**src/rtl/sdt_pkg.sv**
```systemverilog
// Package for the sky dome texcoord fan block: codes, constants and the
// command/status structs between controller and datapath. No dependencies.
package sdt_pkg;

    // Configuration register indexes.
    localparam logic [2:0] CFG_EYE_X  = 3'd0;
    localparam logic [2:0] CFG_EYE_Y  = 3'd1;
    localparam logic [2:0] CFG_EYE_Z  = 3'd2;
    localparam logic [2:0] CFG_SCROLL = 3'd3;

    // Squared component selects.
    localparam logic [1:0] SQ_X = 2'd0;
    localparam logic [1:0] SQ_Y = 2'd1;
    localparam logic [1:0] SQ_Z = 2'd2;

    // Emitted vertex selects.
    localparam logic [1:0] SEL_ANCHOR = 2'd0;
    localparam logic [1:0] SEL_PREV   = 2'd1;
    localparam logic [1:0] SEL_CUR    = 2'd2;

    // Sky scale 378 in the signed Q11.9 output grid (378 * 512).
    localparam int SKY_SCALE_Q = 193536;

    // Iteration counts of the square root and the divider.
    localparam int RT_STEPS = 26;
    localparam int DV_STEPS = 18;

    typedef struct packed {
        logic       cap;
        logic       acc;
        logic [1:0] acc_sel;
        logic       rt_init;
        logic       rt_step;
        logic       dv_init;
        logic       dv_step;
        logic       commit;
        logic [1:0] out_sel;
    } t_dp_cmd;

    typedef struct packed {
        logic fan_full;
    } t_dp_sts;

endpackage

```
**src/rtl/sdt_vtx_if.sv**
```systemverilog
// Input channel of the sky dome texcoord fan block: one polygon vertex.
// Depends on nothing.
interface sdt_vtx_if;
    logic               valid;
    logic               ready;
    logic signed [23:0] pos_x;
    logic signed [23:0] pos_y;
    logic signed [23:0] pos_z;
    logic               polygon_start;

    modport source (output valid, pos_x, pos_y, pos_z, polygon_start, input ready);
    modport sink   (input valid, pos_x, pos_y, pos_z, polygon_start, output ready);
endinterface

```
**src/rtl/sdt_tex_if.sv**
```systemverilog
// Output channel of the sky dome texcoord fan block: one triangle-list vertex.
// Depends on nothing.
interface sdt_tex_if;
    logic               valid;
    logic               ready;
    logic signed [23:0] out_x;
    logic signed [23:0] out_y;
    logic signed [23:0] out_z;
    logic signed [20:0] tex_s;
    logic signed [20:0] tex_t;
    logic               end_of_triangle;

    modport source (output valid, out_x, out_y, out_z, tex_s, tex_t, end_of_triangle,
                    input ready);
    modport sink   (input valid, out_x, out_y, out_z, tex_s, tex_t, end_of_triangle,
                    output ready);
endinterface

```
**src/rtl/sdt_ctrl.sv**
```systemverilog
// Controller of the sky dome texcoord fan block: sequences capture, squares,
// square root, division and emission. Depends on sdt_pkg.
module sdt_ctrl
    import sdt_pkg::*;
(
    input  logic    i_clk,
    input  logic    i_rst_n,
    input  logic    i_in_valid,
    output logic    o_in_ready,
    output logic    o_out_valid,
    input  logic    i_out_ready,
    input  t_dp_sts i_sts,
    output t_dp_cmd o_cmd
);

    localparam logic [3:0] ST_IDLE   = 4'd0;
    localparam logic [3:0] ST_SQ     = 4'd1;
    localparam logic [3:0] ST_RTI    = 4'd2;
    localparam logic [3:0] ST_RT     = 4'd3;
    localparam logic [3:0] ST_DVI    = 4'd4;
    localparam logic [3:0] ST_DV     = 4'd5;
    localparam logic [3:0] ST_EMIT0  = 4'd6;
    localparam logic [3:0] ST_EMIT1  = 4'd7;
    localparam logic [3:0] ST_EMIT2  = 4'd8;
    localparam logic [3:0] ST_COMMIT = 4'd9;

    localparam logic [4:0] RT_LAST = 5'(RT_STEPS - 1);
    localparam logic [4:0] DV_LAST = 5'(DV_STEPS - 1);

    logic [3:0] r_state, n_state;
    logic [4:0] r_cnt, n_cnt;

    // State and step counter.
    always_ff @(posedge i_clk) begin
        if (!i_rst_n) begin
            r_state <= ST_IDLE;
            r_cnt   <= '0;
        end else begin
            r_state <= n_state;
            r_cnt   <= n_cnt;
        end
    end

    // Next state and commands.
    always_comb begin
        n_state     = r_state;
        n_cnt       = r_cnt;
        o_cmd       = '0;
        o_in_ready  = 1'b0;
        o_out_valid = 1'b0;
        case (r_state)
            ST_IDLE: begin
                o_in_ready = 1'b1;
                if (i_in_valid) begin
                    o_cmd.cap = 1'b1;
                    n_state   = ST_SQ;
                    n_cnt     = '0;
                end
            end
            ST_SQ: begin
                o_cmd.acc     = 1'b1;
                o_cmd.acc_sel = r_cnt[1:0];
                if (r_cnt[1:0] == SQ_Z) begin
                    n_state = ST_RTI;
                end else begin
                    n_cnt = r_cnt + 5'd1;
                end
            end
            ST_RTI: begin
                o_cmd.rt_init = 1'b1;
                n_state       = ST_RT;
                n_cnt         = '0;
            end
            ST_RT: begin
                o_cmd.rt_step = 1'b1;
                if (r_cnt == RT_LAST) begin
                    n_state = ST_DVI;
                end else begin
                    n_cnt = r_cnt + 5'd1;
                end
            end
            ST_DVI: begin
                o_cmd.dv_init = 1'b1;
                n_state       = ST_DV;
                n_cnt         = '0;
            end
            ST_DV: begin
                o_cmd.dv_step = 1'b1;
                if (r_cnt == DV_LAST) begin
                    n_state = i_sts.fan_full ? ST_EMIT0 : ST_COMMIT;
                end else begin
                    n_cnt = r_cnt + 5'd1;
                end
            end
            ST_EMIT0: begin
                o_out_valid   = 1'b1;
                o_cmd.out_sel = SEL_ANCHOR;
                if (i_out_ready) begin
                    n_state = ST_EMIT1;
                end
            end
            ST_EMIT1: begin
                o_out_valid   = 1'b1;
                o_cmd.out_sel = SEL_PREV;
                if (i_out_ready) begin
                    n_state = ST_EMIT2;
                end
            end
            ST_EMIT2: begin
                o_out_valid   = 1'b1;
                o_cmd.out_sel = SEL_CUR;
                if (i_out_ready) begin
                    n_state = ST_COMMIT;
                end
            end
            ST_COMMIT: begin
                o_cmd.commit = 1'b1;
                n_state      = ST_IDLE;
            end
            default: begin
                n_state = ST_IDLE;
            end
        endcase
    end

endmodule

```
**src/rtl/sdt_dp.sv**
```systemverilog
// Datapath of the sky dome texcoord fan block: configuration registers,
// squares, bitwise square root, restoring divider and fan storage. Depends on sdt_pkg.
module sdt_dp
    import sdt_pkg::*;
(
    input  logic               i_clk,
    input  logic               i_rst_n,
    input  logic               i_cfg_we,
    input  logic [2:0]         i_cfg_idx,
    input  logic [23:0]        i_cfg_data,
    input  t_dp_cmd            i_cmd,
    output t_dp_sts            o_sts,
    input  logic signed [23:0] i_pos_x,
    input  logic signed [23:0] i_pos_y,
    input  logic signed [23:0] i_pos_z,
    input  logic               i_polygon_start,
    output logic signed [23:0] o_out_x,
    output logic signed [23:0] o_out_y,
    output logic signed [23:0] o_out_z,
    output logic signed [20:0] o_tex_s,
    output logic signed [20:0] o_tex_t,
    output logic               o_end_of_triangle
);

    function automatic logic [25:0] mag27(input logic signed [26:0] v);
        logic [26:0] a;
        a = v[26] ? 27'(-v) : 27'(v);
        return a[25:0];
    endfunction

    // Configuration.
    logic signed [23:0] r_eye_x, r_eye_y, r_eye_z;
    logic [14:0]        r_scroll;

    always_ff @(posedge i_clk) begin
        if (!i_rst_n) begin
            r_eye_x  <= '0;
            r_eye_y  <= '0;
            r_eye_z  <= '0;
            r_scroll <= '0;
        end else if (i_cfg_we) begin
            case (i_cfg_idx)
                CFG_EYE_X:  r_eye_x  <= i_cfg_data;
                CFG_EYE_Y:  r_eye_y  <= i_cfg_data;
                CFG_EYE_Z:  r_eye_z  <= i_cfg_data;
                CFG_SCROLL: r_scroll <= i_cfg_data[14:0];
                default: ;
            endcase
        end
    end

    // Current vertex and its direction from the eye.
    logic signed [23:0] r_px, r_py, r_pz;
    logic               r_start;
    logic signed [26:0] r_dx, r_dy, r_dz3;
    logic signed [26:0] dz;

    assign dz = 27'(i_pos_z) - 27'(r_eye_z);

    always_ff @(posedge i_clk) begin
        if (i_cmd.cap) begin
            r_px    <= i_pos_x;
            r_py    <= i_pos_y;
            r_pz    <= i_pos_z;
            r_start <= i_polygon_start;
            r_dx    <= 27'(i_pos_x) - 27'(r_eye_x);
            r_dy    <= 27'(i_pos_y) - 27'(r_eye_y);
            r_dz3   <= dz + (dz <<< 1);
        end
    end

    // Sum of squares, one component per cycle.
    logic [52:0] r_acc;
    logic [25:0] sq_in;
    logic [51:0] sq;

    always_comb begin
        case (i_cmd.acc_sel)
            SQ_X:    sq_in = mag27(r_dx);
            SQ_Y:    sq_in = mag27(r_dy);
            default: sq_in = mag27(r_dz3);
        endcase
    end

    assign sq = 52'(sq_in) * 52'(sq_in);

    always_ff @(posedge i_clk) begin
        if (i_cmd.cap) begin
            r_acc <= '0;
        end else if (i_cmd.acc) begin
            r_acc <= r_acc + 53'(sq);
        end
    end

    // Square root, one result bit per cycle.
    logic [52:0] r_rn, r_res, r_bit;
    logic [52:0] rt_trial;
    logic [25:0] len;

    assign rt_trial = r_res + r_bit;
    assign len      = r_res[25:0];

    always_ff @(posedge i_clk) begin
        if (i_cmd.rt_init) begin
            r_rn  <= r_acc;
            r_res <= '0;
            r_bit <= 53'd1 << (2 * (RT_STEPS - 1));
        end else if (i_cmd.rt_step) begin
            if (r_rn >= rt_trial) begin
                r_rn  <= r_rn - rt_trial;
                r_res <= (r_res >> 1) + r_bit;
            end else begin
                r_res <= r_res >> 1;
            end
            r_bit <= r_bit >> 2;
        end
    end

    // Two restoring dividers, s and t side by side, one quotient bit per cycle.
    logic [41:0] num_s, num_t;
    logic [25:0] r_rs, r_rt;
    logic [17:0] r_qs, r_qt;
    logic [26:0] rem2_s, rem2_t;
    logic        ge_s, ge_t;

    assign num_s  = 42'(mag27(r_dx)) * 42'(SKY_SCALE_Q);
    assign num_t  = 42'(mag27(r_dy)) * 42'(SKY_SCALE_Q);
    assign rem2_s = {r_rs, r_qs[17]};
    assign rem2_t = {r_rt, r_qt[17]};
    assign ge_s   = rem2_s >= {1'b0, len};
    assign ge_t   = rem2_t >= {1'b0, len};

    always_ff @(posedge i_clk) begin
        if (i_cmd.dv_init) begin
            r_rs <= {2'b0, num_s[41:18]};
            r_qs <= num_s[17:0];
            r_rt <= {2'b0, num_t[41:18]};
            r_qt <= num_t[17:0];
        end else if (i_cmd.dv_step) begin
            r_rs <= ge_s ? 26'(rem2_s - {1'b0, len}) : rem2_s[25:0];
            r_qs <= {r_qs[16:0], ge_s};
            r_rt <= ge_t ? 26'(rem2_t - {1'b0, len}) : rem2_t[25:0];
            r_qt <= {r_qt[16:0], ge_t};
        end
    end

    // Texture coordinates of the current vertex.
    logic signed [20:0] base, q_s, q_t, cur_s, cur_t;

    assign base  = {5'b0, r_scroll, 1'b0};
    assign q_s   = (len == '0) ? '0 : {3'b0, r_qs};
    assign q_t   = (len == '0) ? '0 : {3'b0, r_qt};
    assign cur_s = base + (r_dx[26] ? -q_s : q_s);
    assign cur_t = base + (r_dy[26] ? -q_t : q_t);

    // Fan storage: anchor and previous vertex.
    logic signed [23:0] r_ax, r_ay, r_az, r_bx, r_by, r_bz;
    logic signed [20:0] r_as, r_at, r_bs, r_bt;
    logic [1:0]         r_count;

    always_ff @(posedge i_clk) begin
        if (!i_rst_n) begin
            r_count <= '0;
        end else if (i_cmd.commit) begin
            if (r_start || r_count == 2'd0) begin
                r_count <= 2'd1;
            end else begin
                r_count <= 2'd2;
            end
        end
    end

    always_ff @(posedge i_clk) begin
        if (i_cmd.commit) begin
            if (r_start || r_count == 2'd0) begin
                r_ax <= r_px;
                r_ay <= r_py;
                r_az <= r_pz;
                r_as <= cur_s;
                r_at <= cur_t;
            end else begin
                r_bx <= r_px;
                r_by <= r_py;
                r_bz <= r_pz;
                r_bs <= cur_s;
                r_bt <= cur_t;
            end
        end
    end

    assign o_sts.fan_full = !r_start && r_count == 2'd2;

    // Emitted vertex select.
    always_comb begin
        o_end_of_triangle = 1'b0;
        case (i_cmd.out_sel)
            SEL_ANCHOR: begin
                o_out_x = r_ax; o_out_y = r_ay; o_out_z = r_az;
                o_tex_s = r_as; o_tex_t = r_at;
            end
            SEL_PREV: begin
                o_out_x = r_bx; o_out_y = r_by; o_out_z = r_bz;
                o_tex_s = r_bs; o_tex_t = r_bt;
            end
            default: begin
                o_out_x = r_px; o_out_y = r_py; o_out_z = r_pz;
                o_tex_s = cur_s; o_tex_t = cur_t;
                o_end_of_triangle = 1'b1;
            end
        endcase
    end

endmodule

```
**src/rtl/sky_dome_texcoord_fan_top.sv**
```systemverilog
// Top level of the sky dome texcoord fan block: joins controller and datapath.
// Depends on sdt_pkg, sdt_vtx_if, sdt_tex_if, sdt_ctrl and sdt_dp.
//
//   channel  | direction | request
//   i_vtx    | in        | one polygon vertex with its polygon start flag
//   o_tex    | out       | one triangle-list vertex with sky texcoords
//   i_cfg_*  | in        | register write, no handshake
//
// After capture a vertex passes through the squares, the bitwise square root
// and the shared-step divider, then commit.
// A vertex that closes a triangle adds three output vertices, each held until taken.
// One vertex is in work at a time; i_vtx.ready is high only when idle.
// Reset is synchronous and clears the eye, the scroll and the fan count.
module sky_dome_texcoord_fan_top
    import sdt_pkg::*;
(
    input  logic        i_clk,
    input  logic        i_rst_n,
    sdt_vtx_if.sink     i_vtx,
    sdt_tex_if.source   o_tex,
    input  logic        i_cfg_we,
    input  logic [2:0]  i_cfg_idx,
    input  logic [23:0] i_cfg_data
);

    t_dp_cmd cmd;
    t_dp_sts sts;

    // Sequencer.
    sdt_ctrl u_ctrl (
        .i_clk       (i_clk),
        .i_rst_n     (i_rst_n),
        .i_in_valid  (i_vtx.valid),
        .o_in_ready  (i_vtx.ready),
        .o_out_valid (o_tex.valid),
        .i_out_ready (o_tex.ready),
        .i_sts       (sts),
        .o_cmd       (cmd)
    );

    // Arithmetic and storage.
    sdt_dp u_dp (
        .i_clk             (i_clk),
        .i_rst_n           (i_rst_n),
        .i_cfg_we          (i_cfg_we),
        .i_cfg_idx         (i_cfg_idx),
        .i_cfg_data        (i_cfg_data),
        .i_cmd             (cmd),
        .o_sts             (sts),
        .i_pos_x           (i_vtx.pos_x),
        .i_pos_y           (i_vtx.pos_y),
        .i_pos_z           (i_vtx.pos_z),
        .i_polygon_start   (i_vtx.polygon_start),
        .o_out_x           (o_tex.out_x),
        .o_out_y           (o_tex.out_y),
        .o_out_z           (o_tex.out_z),
        .o_tex_s           (o_tex.tex_s),
        .o_tex_t           (o_tex.tex_t),
        .o_end_of_triangle (o_tex.end_of_triangle)
    );

endmodule

```
**src/flat_wrapper.sv**
```systemverilog
// flat-port wrapper written by rule: the top's interface ports become plain ports
module sky_dome_texcoord_fan_top_flat import sdt_pkg::*;
  (i_clk, i_rst_n, i_cfg_we, i_cfg_idx, i_cfg_data, i_vtx_valid, i_vtx_pos_x, i_vtx_pos_y, i_vtx_pos_z, i_vtx_polygon_start, i_vtx_ready, o_tex_valid, o_tex_out_x, o_tex_out_y, o_tex_out_z, o_tex_tex_s, o_tex_tex_t, o_tex_end_of_triangle, o_tex_ready);
  sdt_vtx_if i_vtx_i ();
  sdt_tex_if o_tex_i ();
  input  logic i_clk;
  input  logic i_rst_n;
  input  logic i_cfg_we;
  input  logic [2:0] i_cfg_idx;
  input  logic [23:0] i_cfg_data;
  input wire logic [$bits(i_vtx_i.valid)-1:0] i_vtx_valid;
  input wire logic [$bits(i_vtx_i.pos_x)-1:0] i_vtx_pos_x;
  input wire logic [$bits(i_vtx_i.pos_y)-1:0] i_vtx_pos_y;
  input wire logic [$bits(i_vtx_i.pos_z)-1:0] i_vtx_pos_z;
  input wire logic [$bits(i_vtx_i.polygon_start)-1:0] i_vtx_polygon_start;
  output wire logic [$bits(i_vtx_i.ready)-1:0] i_vtx_ready;
  output wire logic [$bits(o_tex_i.valid)-1:0] o_tex_valid;
  output wire logic [$bits(o_tex_i.out_x)-1:0] o_tex_out_x;
  output wire logic [$bits(o_tex_i.out_y)-1:0] o_tex_out_y;
  output wire logic [$bits(o_tex_i.out_z)-1:0] o_tex_out_z;
  output wire logic [$bits(o_tex_i.tex_s)-1:0] o_tex_tex_s;
  output wire logic [$bits(o_tex_i.tex_t)-1:0] o_tex_tex_t;
  output wire logic [$bits(o_tex_i.end_of_triangle)-1:0] o_tex_end_of_triangle;
  input wire logic [$bits(o_tex_i.ready)-1:0] o_tex_ready;
  assign i_vtx_i.valid = i_vtx_valid;
  assign i_vtx_i.pos_x = i_vtx_pos_x;
  assign i_vtx_i.pos_y = i_vtx_pos_y;
  assign i_vtx_i.pos_z = i_vtx_pos_z;
  assign i_vtx_i.polygon_start = i_vtx_polygon_start;
  assign i_vtx_ready = i_vtx_i.ready;
  assign o_tex_valid = o_tex_i.valid;
  assign o_tex_out_x = o_tex_i.out_x;
  assign o_tex_out_y = o_tex_i.out_y;
  assign o_tex_out_z = o_tex_i.out_z;
  assign o_tex_tex_s = o_tex_i.tex_s;
  assign o_tex_tex_t = o_tex_i.tex_t;
  assign o_tex_end_of_triangle = o_tex_i.end_of_triangle;
  assign o_tex_i.ready = o_tex_ready;
  sky_dome_texcoord_fan_top u_core (.i_clk(i_clk), .i_rst_n(i_rst_n), .i_vtx(i_vtx_i), .o_tex(o_tex_i), .i_cfg_we(i_cfg_we), .i_cfg_idx(i_cfg_idx), .i_cfg_data(i_cfg_data));
endmodule
```
**config.mk**
```make
export PLATFORM = sky130hd
export DESIGN_NAME = sky_dome_texcoord_fan_top_flat
export DESIGN_NICKNAME = d
export VERILOG_FILES = /design/src/rtl/sdt_pkg.sv /design/src/rtl/sdt_vtx_if.sv /design/src/rtl/sdt_tex_if.sv /design/src/rtl/sdt_ctrl.sv /design/src/rtl/sdt_dp.sv /design/src/rtl/sky_dome_texcoord_fan_top.sv /design/src/flat_wrapper.sv
export SDC_FILE = /design/constraint.sdc
export NUM_CORES = 2
export LEC_CHECK = 0
export ABC_AREA = 1
export BUFFER_PORTS_ARGS = -buffer_cell sky130_fd_sc_hd__buf_2
export CAP_MARGIN = 20
export CORE_AREA = 2 2 476 478
export CTS_CLUSTER_SIZE = 10
export DETAILED_ROUTE_END_ITERATION = 10
export DIE_AREA = 0 0 478 480
export PLACE_DENSITY = 0.57
export SLEW_MARGIN = 10
export SYNTH_ARGS = -nofsm -noshare
export SYNTH_HDL_FRONTEND = slang
export SYNTH_SLANG_ARGS = --single-unit
```
**constraint.sdc**
```tcl
create_clock -name i_clk -period 10.8 [get_ports i_clk]
set_clock_uncertainty 0.1 [all_clocks]
set_input_delay 1.08 -clock i_clk [delete_from_list [all_inputs] [get_ports i_clk]]
set_output_delay 1.08 -clock i_clk [all_outputs]
set_load 0.005 [all_outputs]
```
After elaboration in Yosys (flattened, before gate mapping)
Index checks and enable logic that the tools add are counted.

word-level totals
  bits in registers = 749
  word-level logic and storage cells = 168

cells by class
  add/subtract/negate cells = 18
  multiply operators = 3
  magnitude comparators = 3
  equal/unequal tests = 28
  multiplexer cells = 54
  bitwise gates (word level) = 1
  reductions and logical operators = 25

operators with widths
  operator               number
  $mux 53                4
  $pmux 24 s2            3
  $mux 26                5
  $mux 18                6
  $mux 24                4
  $pmux 21 s2            2
  $sub 24x24->25         3
  $mul 26x8->32 const B  2
  $ge 27x26->1           2
  $add 52x51->53         1
  $add 53x51->53         1
  $add 53x52->53         1
  $ge 53x53->1           1
  $sub 53x53->53         1
  $mul 26x26->52         1
  $neg 25->26            2
  $pmux 26 s2            1
  $sub 26x26->26         2
  $add 17x21->21         2
  $mux 21                2
  $neg 18->21            2
  $pmux 4 s9             1
  $mux 4                 8
  $add 25x26->27         1
  33 further kinds       74

Depth between registers and ports, before layout
  word-level depth = 6
  depth in mapped cells = 44

Cells and area by module
Synthesis repeated with hierarchy kept, for this count alone.

second synthesis, totals
  cell total of the unflattened synthesis = 9699
  area, all modules = 78400.2 µm²

by module, submodules not included
  module    instances  cells an instance  area each (µm²)  seq. area each (µm²)
  sdt_dp    1          9551               77579.4          19769.0
  sdt_ctrl  1          148                820.8            180.2

Worst setup path after synthesis
OpenSTA, ideal clock, no wires.

  path kind = in2reg
  from = input port i_vtx_valid
  to = register u_core.u_dp.r_acc[23]
  library setup time = 0.114 ns
  data arrival time = 9.580 ns
  data required time = 10.586 ns
  setup slack = 1.006 ns
  cell stages on the path = 7
  cell sequence = inv_1 nor2_1 clkinv_1 clkbuf_1 o21ai_0 o21bai_1 inv_1

RTL lines
  what                  line                source
  start, declared       flat_wrapper.sv:11  input wire logic [$bits(i_vtx_i.valid)-1:0] i_vtx_valid;
  end signal, assigned  sdt_dp.sv:91        r_acc <= r_acc + 53'(sq);
  end, declared         sdt_dp.sv:73        logic [52:0] r_acc;

Worst setup path after layout
  from = register u_core.u_dp.r_dx[0]
  to = register u_core.u_dp.r_acc[51]

on the way
  cells in the longest elaborated chain, start to end = 5

RTL lines
  what                    line          source
  start, declared         sdt_dp.sv:55  logic signed [26:0] r_dx, r_dy, r_dz3;
  start signal, assigned  sdt_dp.sv:66  r_dx <= 27'(i_pos_x) - 27'(r_eye_x);
  $neg 25->26             sdt_dp.sv:27  a = v[26] ? 27'(-v) : 27'(v);
  $mux 26 *               sdt_dp.sv:27
  $pmux 26 s2 *           sdt_dp.sv:78  case (i_cmd.acc_sel)
  $mul 26x26->52 *        sdt_dp.sv:85  assign sq = 52'(sq_in) * 52'(sq_in);
  $add 53x52->53 *        sdt_dp.sv:91

Mark *: on every way between the ends. The rest lies on a longest branch, timed or not.
A chain may end at the register's enable or synchronous reset.

==> results.cfg <==
[clock_network]
clock-sinks = 749
clockBufferDepth = 3
h-tree-depth = 3
clk_latency_ns = 0.76
cts_inserted_buffers = 95
clk_pin_slew_ns = 0.06
cts_root_buf = clkbuf_16
cts_setup_buffers = 0
ctsHoldBuffers = 0
post_cts_resized = 0
cts_tree = yes

[die]
rows = 174
die-area_um2 = 229000
die_w_um = 478
die_y_um = 480
pin_count = 222
start_util_pct = 34.8
core-area_um2 = 224000

[drt]
wl_per_cell_um = 20.1
drtAntennaViolNets = 0
drt_iter0_drc = 5062
drc = 0
viasPerCell = 5.09
finalWirelength_um = 259000
vias = 65647
dr.pass1.iters = 8

[placement]
hpwl_um = 210000
port-buffer-count = 221
place.gp.congestion = 0.951
dp_slack_ns = 1.33
dp_cells = 12715

[worst_hold_path]
hold_end = u_core.u_dp.r_eye_x[0]
worstHoldStart = u_core.u_dp.r_eye_x[0]
hold_depth = 2
min_path_type = reg2reg

[synth]
muxShareOfSynthArea_pct = 0.0128
synth_compound_area_share_pct = 12.0
synth_top_family_by_area = adder cells
yosys.cell_types.count = 72
synthSimpleGateAreaFrac_pct = 17.8
avgSynthCellArea_um2 = 8.10
synthAdderAreaFrac_pct = 30.1
ys.flop_type = edfxtp_1
synth-edff-count = 495
ys_seq_area_share_pct = 25.6
synth_xor_xnor_area_share_pct = 4.49
syn_area_um2 = 78000
syn_inst = 9637
synth-seq-cells = 749
yosys_warnings = 0
async_flop_share_pct = 0

[sta]
relSlewSlack_pct = 26.7
finalCritPeriodShare_pct = 89.2
period_needed_ns = 9.63
tightest_slew_ns = 1.10
rsz0062_at_grt = false
layout_setup_ws_ns = 1.17
finalSetupViolCount = 0
fmax_mhz = 104
tns_ns = 0
finalHoldViolations = 0
drv_slew = 0

[layout]
finalNonFillerCells = 12900
drive_above_1_share_pct = 5.92
fin_util_pct = 38.3
area_growth_pct = 10.1
nets = 11350

[outcome]
outcome = finished, final reports clean

[global_route]
grt_max_degree = 152
grt_pass1_vias = 65866
antenna_found_initial = 11
gr-total-overflow = 0
track_usage_pct = 22.2
grt_pass1_wl_um = 396000

[job]
maxCapViolCount = 0

[worst_setup_path]
cp_max_fo = 11
worstRegToRegCells = 37
ff2ff_setup_slack_ns = 1.17
critical_path_class = reg2reg
crit_path_end_kind = flip-flop
rr_endpoint = u_core.u_dp.r_acc[51]
slowest_delay_ns = 0.65
cp_data_required_time_ns = 11.32
slowest_stage = xor2_1
critPathLaunchType = flip-flop
reg2reg_from = u_core.u_dp.r_dx[0]
worstPathArrival_ns = 10.15
-- worst max-delay path by stage --
| stage | startpoint | to | slack, ns | cells after the start |
|---|---|---|---|---|
| 6_report | u_core.u_dp.r_dx[0] | u_core.u_dp.r_acc[51] | 1.17 | 37 |
| 2_1_floorplan | i_vtx_valid | u_core.u_dp.r_acc[23] | 1.01 | 7 |
| 3_5_place_dp | u_core.u_dp.r_dy[0] | u_core.u_dp.r_acc[51] | 1.33 | 41 |
| 4_1_cts | u_core.u_dp.r_dy[0] | u_core.u_dp.r_acc[51] | 1.31 | 41 |
| 5_1_grt | u_core.u_dp.r_dy[0] | u_core.u_dp.r_acc[43] | 0.57 | 41 |
| 3_3_place_gp | u_core.u_dp.r_dy[0] | u_core.u_dp.r_acc[51] | 1.35 | 41 |
-- cell families after synthesis --
kind of cell / count (synthesis)
adders and majority gates: 1424
muxes: 1
AOI/OAI and AO/OA: 1658
DFF: 749
xor gates and xnor gates: 399
buffers and inverters: 2053
and+or+nand+nor: 3351
other: 2
-- critical path, delay by kind of cell, from the launching register on --
kind	cells	cell delay (ns)
buf+inv	10	1.52
compound gates	2	0.56
xor+xnor	1	0.65
flops	1	0.59
simple gates	16	2.09
fa+ha+maj	8	3.98
-- Yosys cell counts (4+ instances only) --
library cell  count  share of area, %
nand3_1         446               2.9
nor2_2           23              0.18
a211oi_1         10             0.096
o311ai_0          4             0.045
and2_1            7             0.056
ha_1            665                11
nand3b_1         12              0.12
a21oi_1         599               3.8
buf_6             4             0.058
a22o_1           16              0.18
buf_1            16             0.077
a31oi_1          55              0.44
o31ai_1          10             0.096
nand2_2           9             0.072
o21ai_0         610               3.9
xnor2_1         146               1.6
buf_2            58              0.37
edfxtp_1        495                19
o21a_1           23              0.22
nand3_2           7             0.090
nor2_1          753               3.6
or2_2            35              0.28
dfxtp_1         254               6.5
a21boi_0         21              0.20
o221ai_1         13              0.15
o21bai_1         66              0.63
o21ai_1          36              0.23
fa_1            759                19
o22ai_1          56              0.45
o211ai_1         57              0.55
a31o_2            4             0.045
buf_4             6             0.058
a221oi_1          5             0.056
inv_2            22              0.11
nand4_1          94              0.75
clkinv_1          4             0.019
inv_1          1787               8.6
xor2_1          252               2.8
nand2_1        1850               8.9
and3_1            7             0.056
a21o_1           46              0.44
nor4_1           32              0.26
clkbuf_1        154              0.74
nor3_1           67              0.43
-- layer usage --
| layer | share of wire, % | track usage, % | wire length (um) | vias to the layer above |
|---|---|---|---|---|
| met5 | 0.039 | 0 | 100 | - |
| met4 | 3.3 | 6.83 | 8510 | 16 |
| met3 | 6.1 | 3.38 | 15900 | 364 |
| met2 | 45 | 35.7 | 116000 | 1990 |
| met1 | 46 | 30.8 | 118000 | 31824 |
| li1 | - | - | - | 31453 |
-- cell type report --
type / instances / area (um2)
tap: 2992 / 3740
clock buffer: 155 / 2800
clock inverter: 23 / 364
sequential: 749 / 19900
multi-input combinational: 6843 / 50400
fill: 23073 / 138000
antenna: 6 / 15.0
timing repair buffer: 318 / 1850
inverter: 1814 / 6810
-- flip-flops by register name, summed over array words and instances, names as in the netlist, 25 cells and up --
| name | flops |
|---|---|
| u_core.u_dp.r_acc | 53 |
| u_core.u_dp.r_res | 53 |
| u_core.u_dp.r_rn | 53 |
| u_core.u_dp.r_dz3 | 27 |
| u_core.u_dp.r_bit | 26 |
| u_core.u_dp.r_rs | 26 |
| u_core.u_dp.r_rt | 26 |
| u_core.u_dp.r_dx | 25 |
| u_core.u_dp.r_dy | 25 |
-- cells in the final DEF (no fill, tap or decap), types with 12 or more instances in the layout --
master	netlist	routed
nor2_2	23	25
or2_2	35	35
o21bai_1	66	66
nor3_1	67	67
nand2_1	1850	1849
nand4_1	94	94
clkbuf_8	0	15
nor2_1	753	742
o22ai_1	56	56
a21oi_1	599	599
a21o_1	46	46
o221ai_1	13	13
o21ai_1	36	36
nor4_1	32	32
buf_4	6	96
o21ai_0	610	610
o21a_1	23	23
clkbuf_1	154	43
xor2_1	252	252
a22o_1	16	16
edfxtp_1	495	495
clkbuf_16	0	97
ha_1	665	665
nand3b_1	12	12
o211ai_1	57	57
dfxtp_1	254	254
a21boi_0	21	21
buf_2	58	221
fa_1	759	759
nand3_1	446	446
inv_1	1787	1785
a31oi_1	55	54
inv_2	22	23
xnor2_1	146	146
-- through the flow --
| step | instance area (um2) | hold WS (ns) |
|---|---|---|
| after floorplan | 78100 | 0.327 |
| after global placement | 82700 | 0.341 |
| after detailed placement | 82700 | 0.343 |
| after CTS | 85900 | 0.350 |
| after global routing | 85900 | 0.372 |
| final | 85900 | 0.353 |
Power is left out: the tool's default activity adds up to more than one toggle a clock period on the data nets, which glitch-free logic cannot reach.
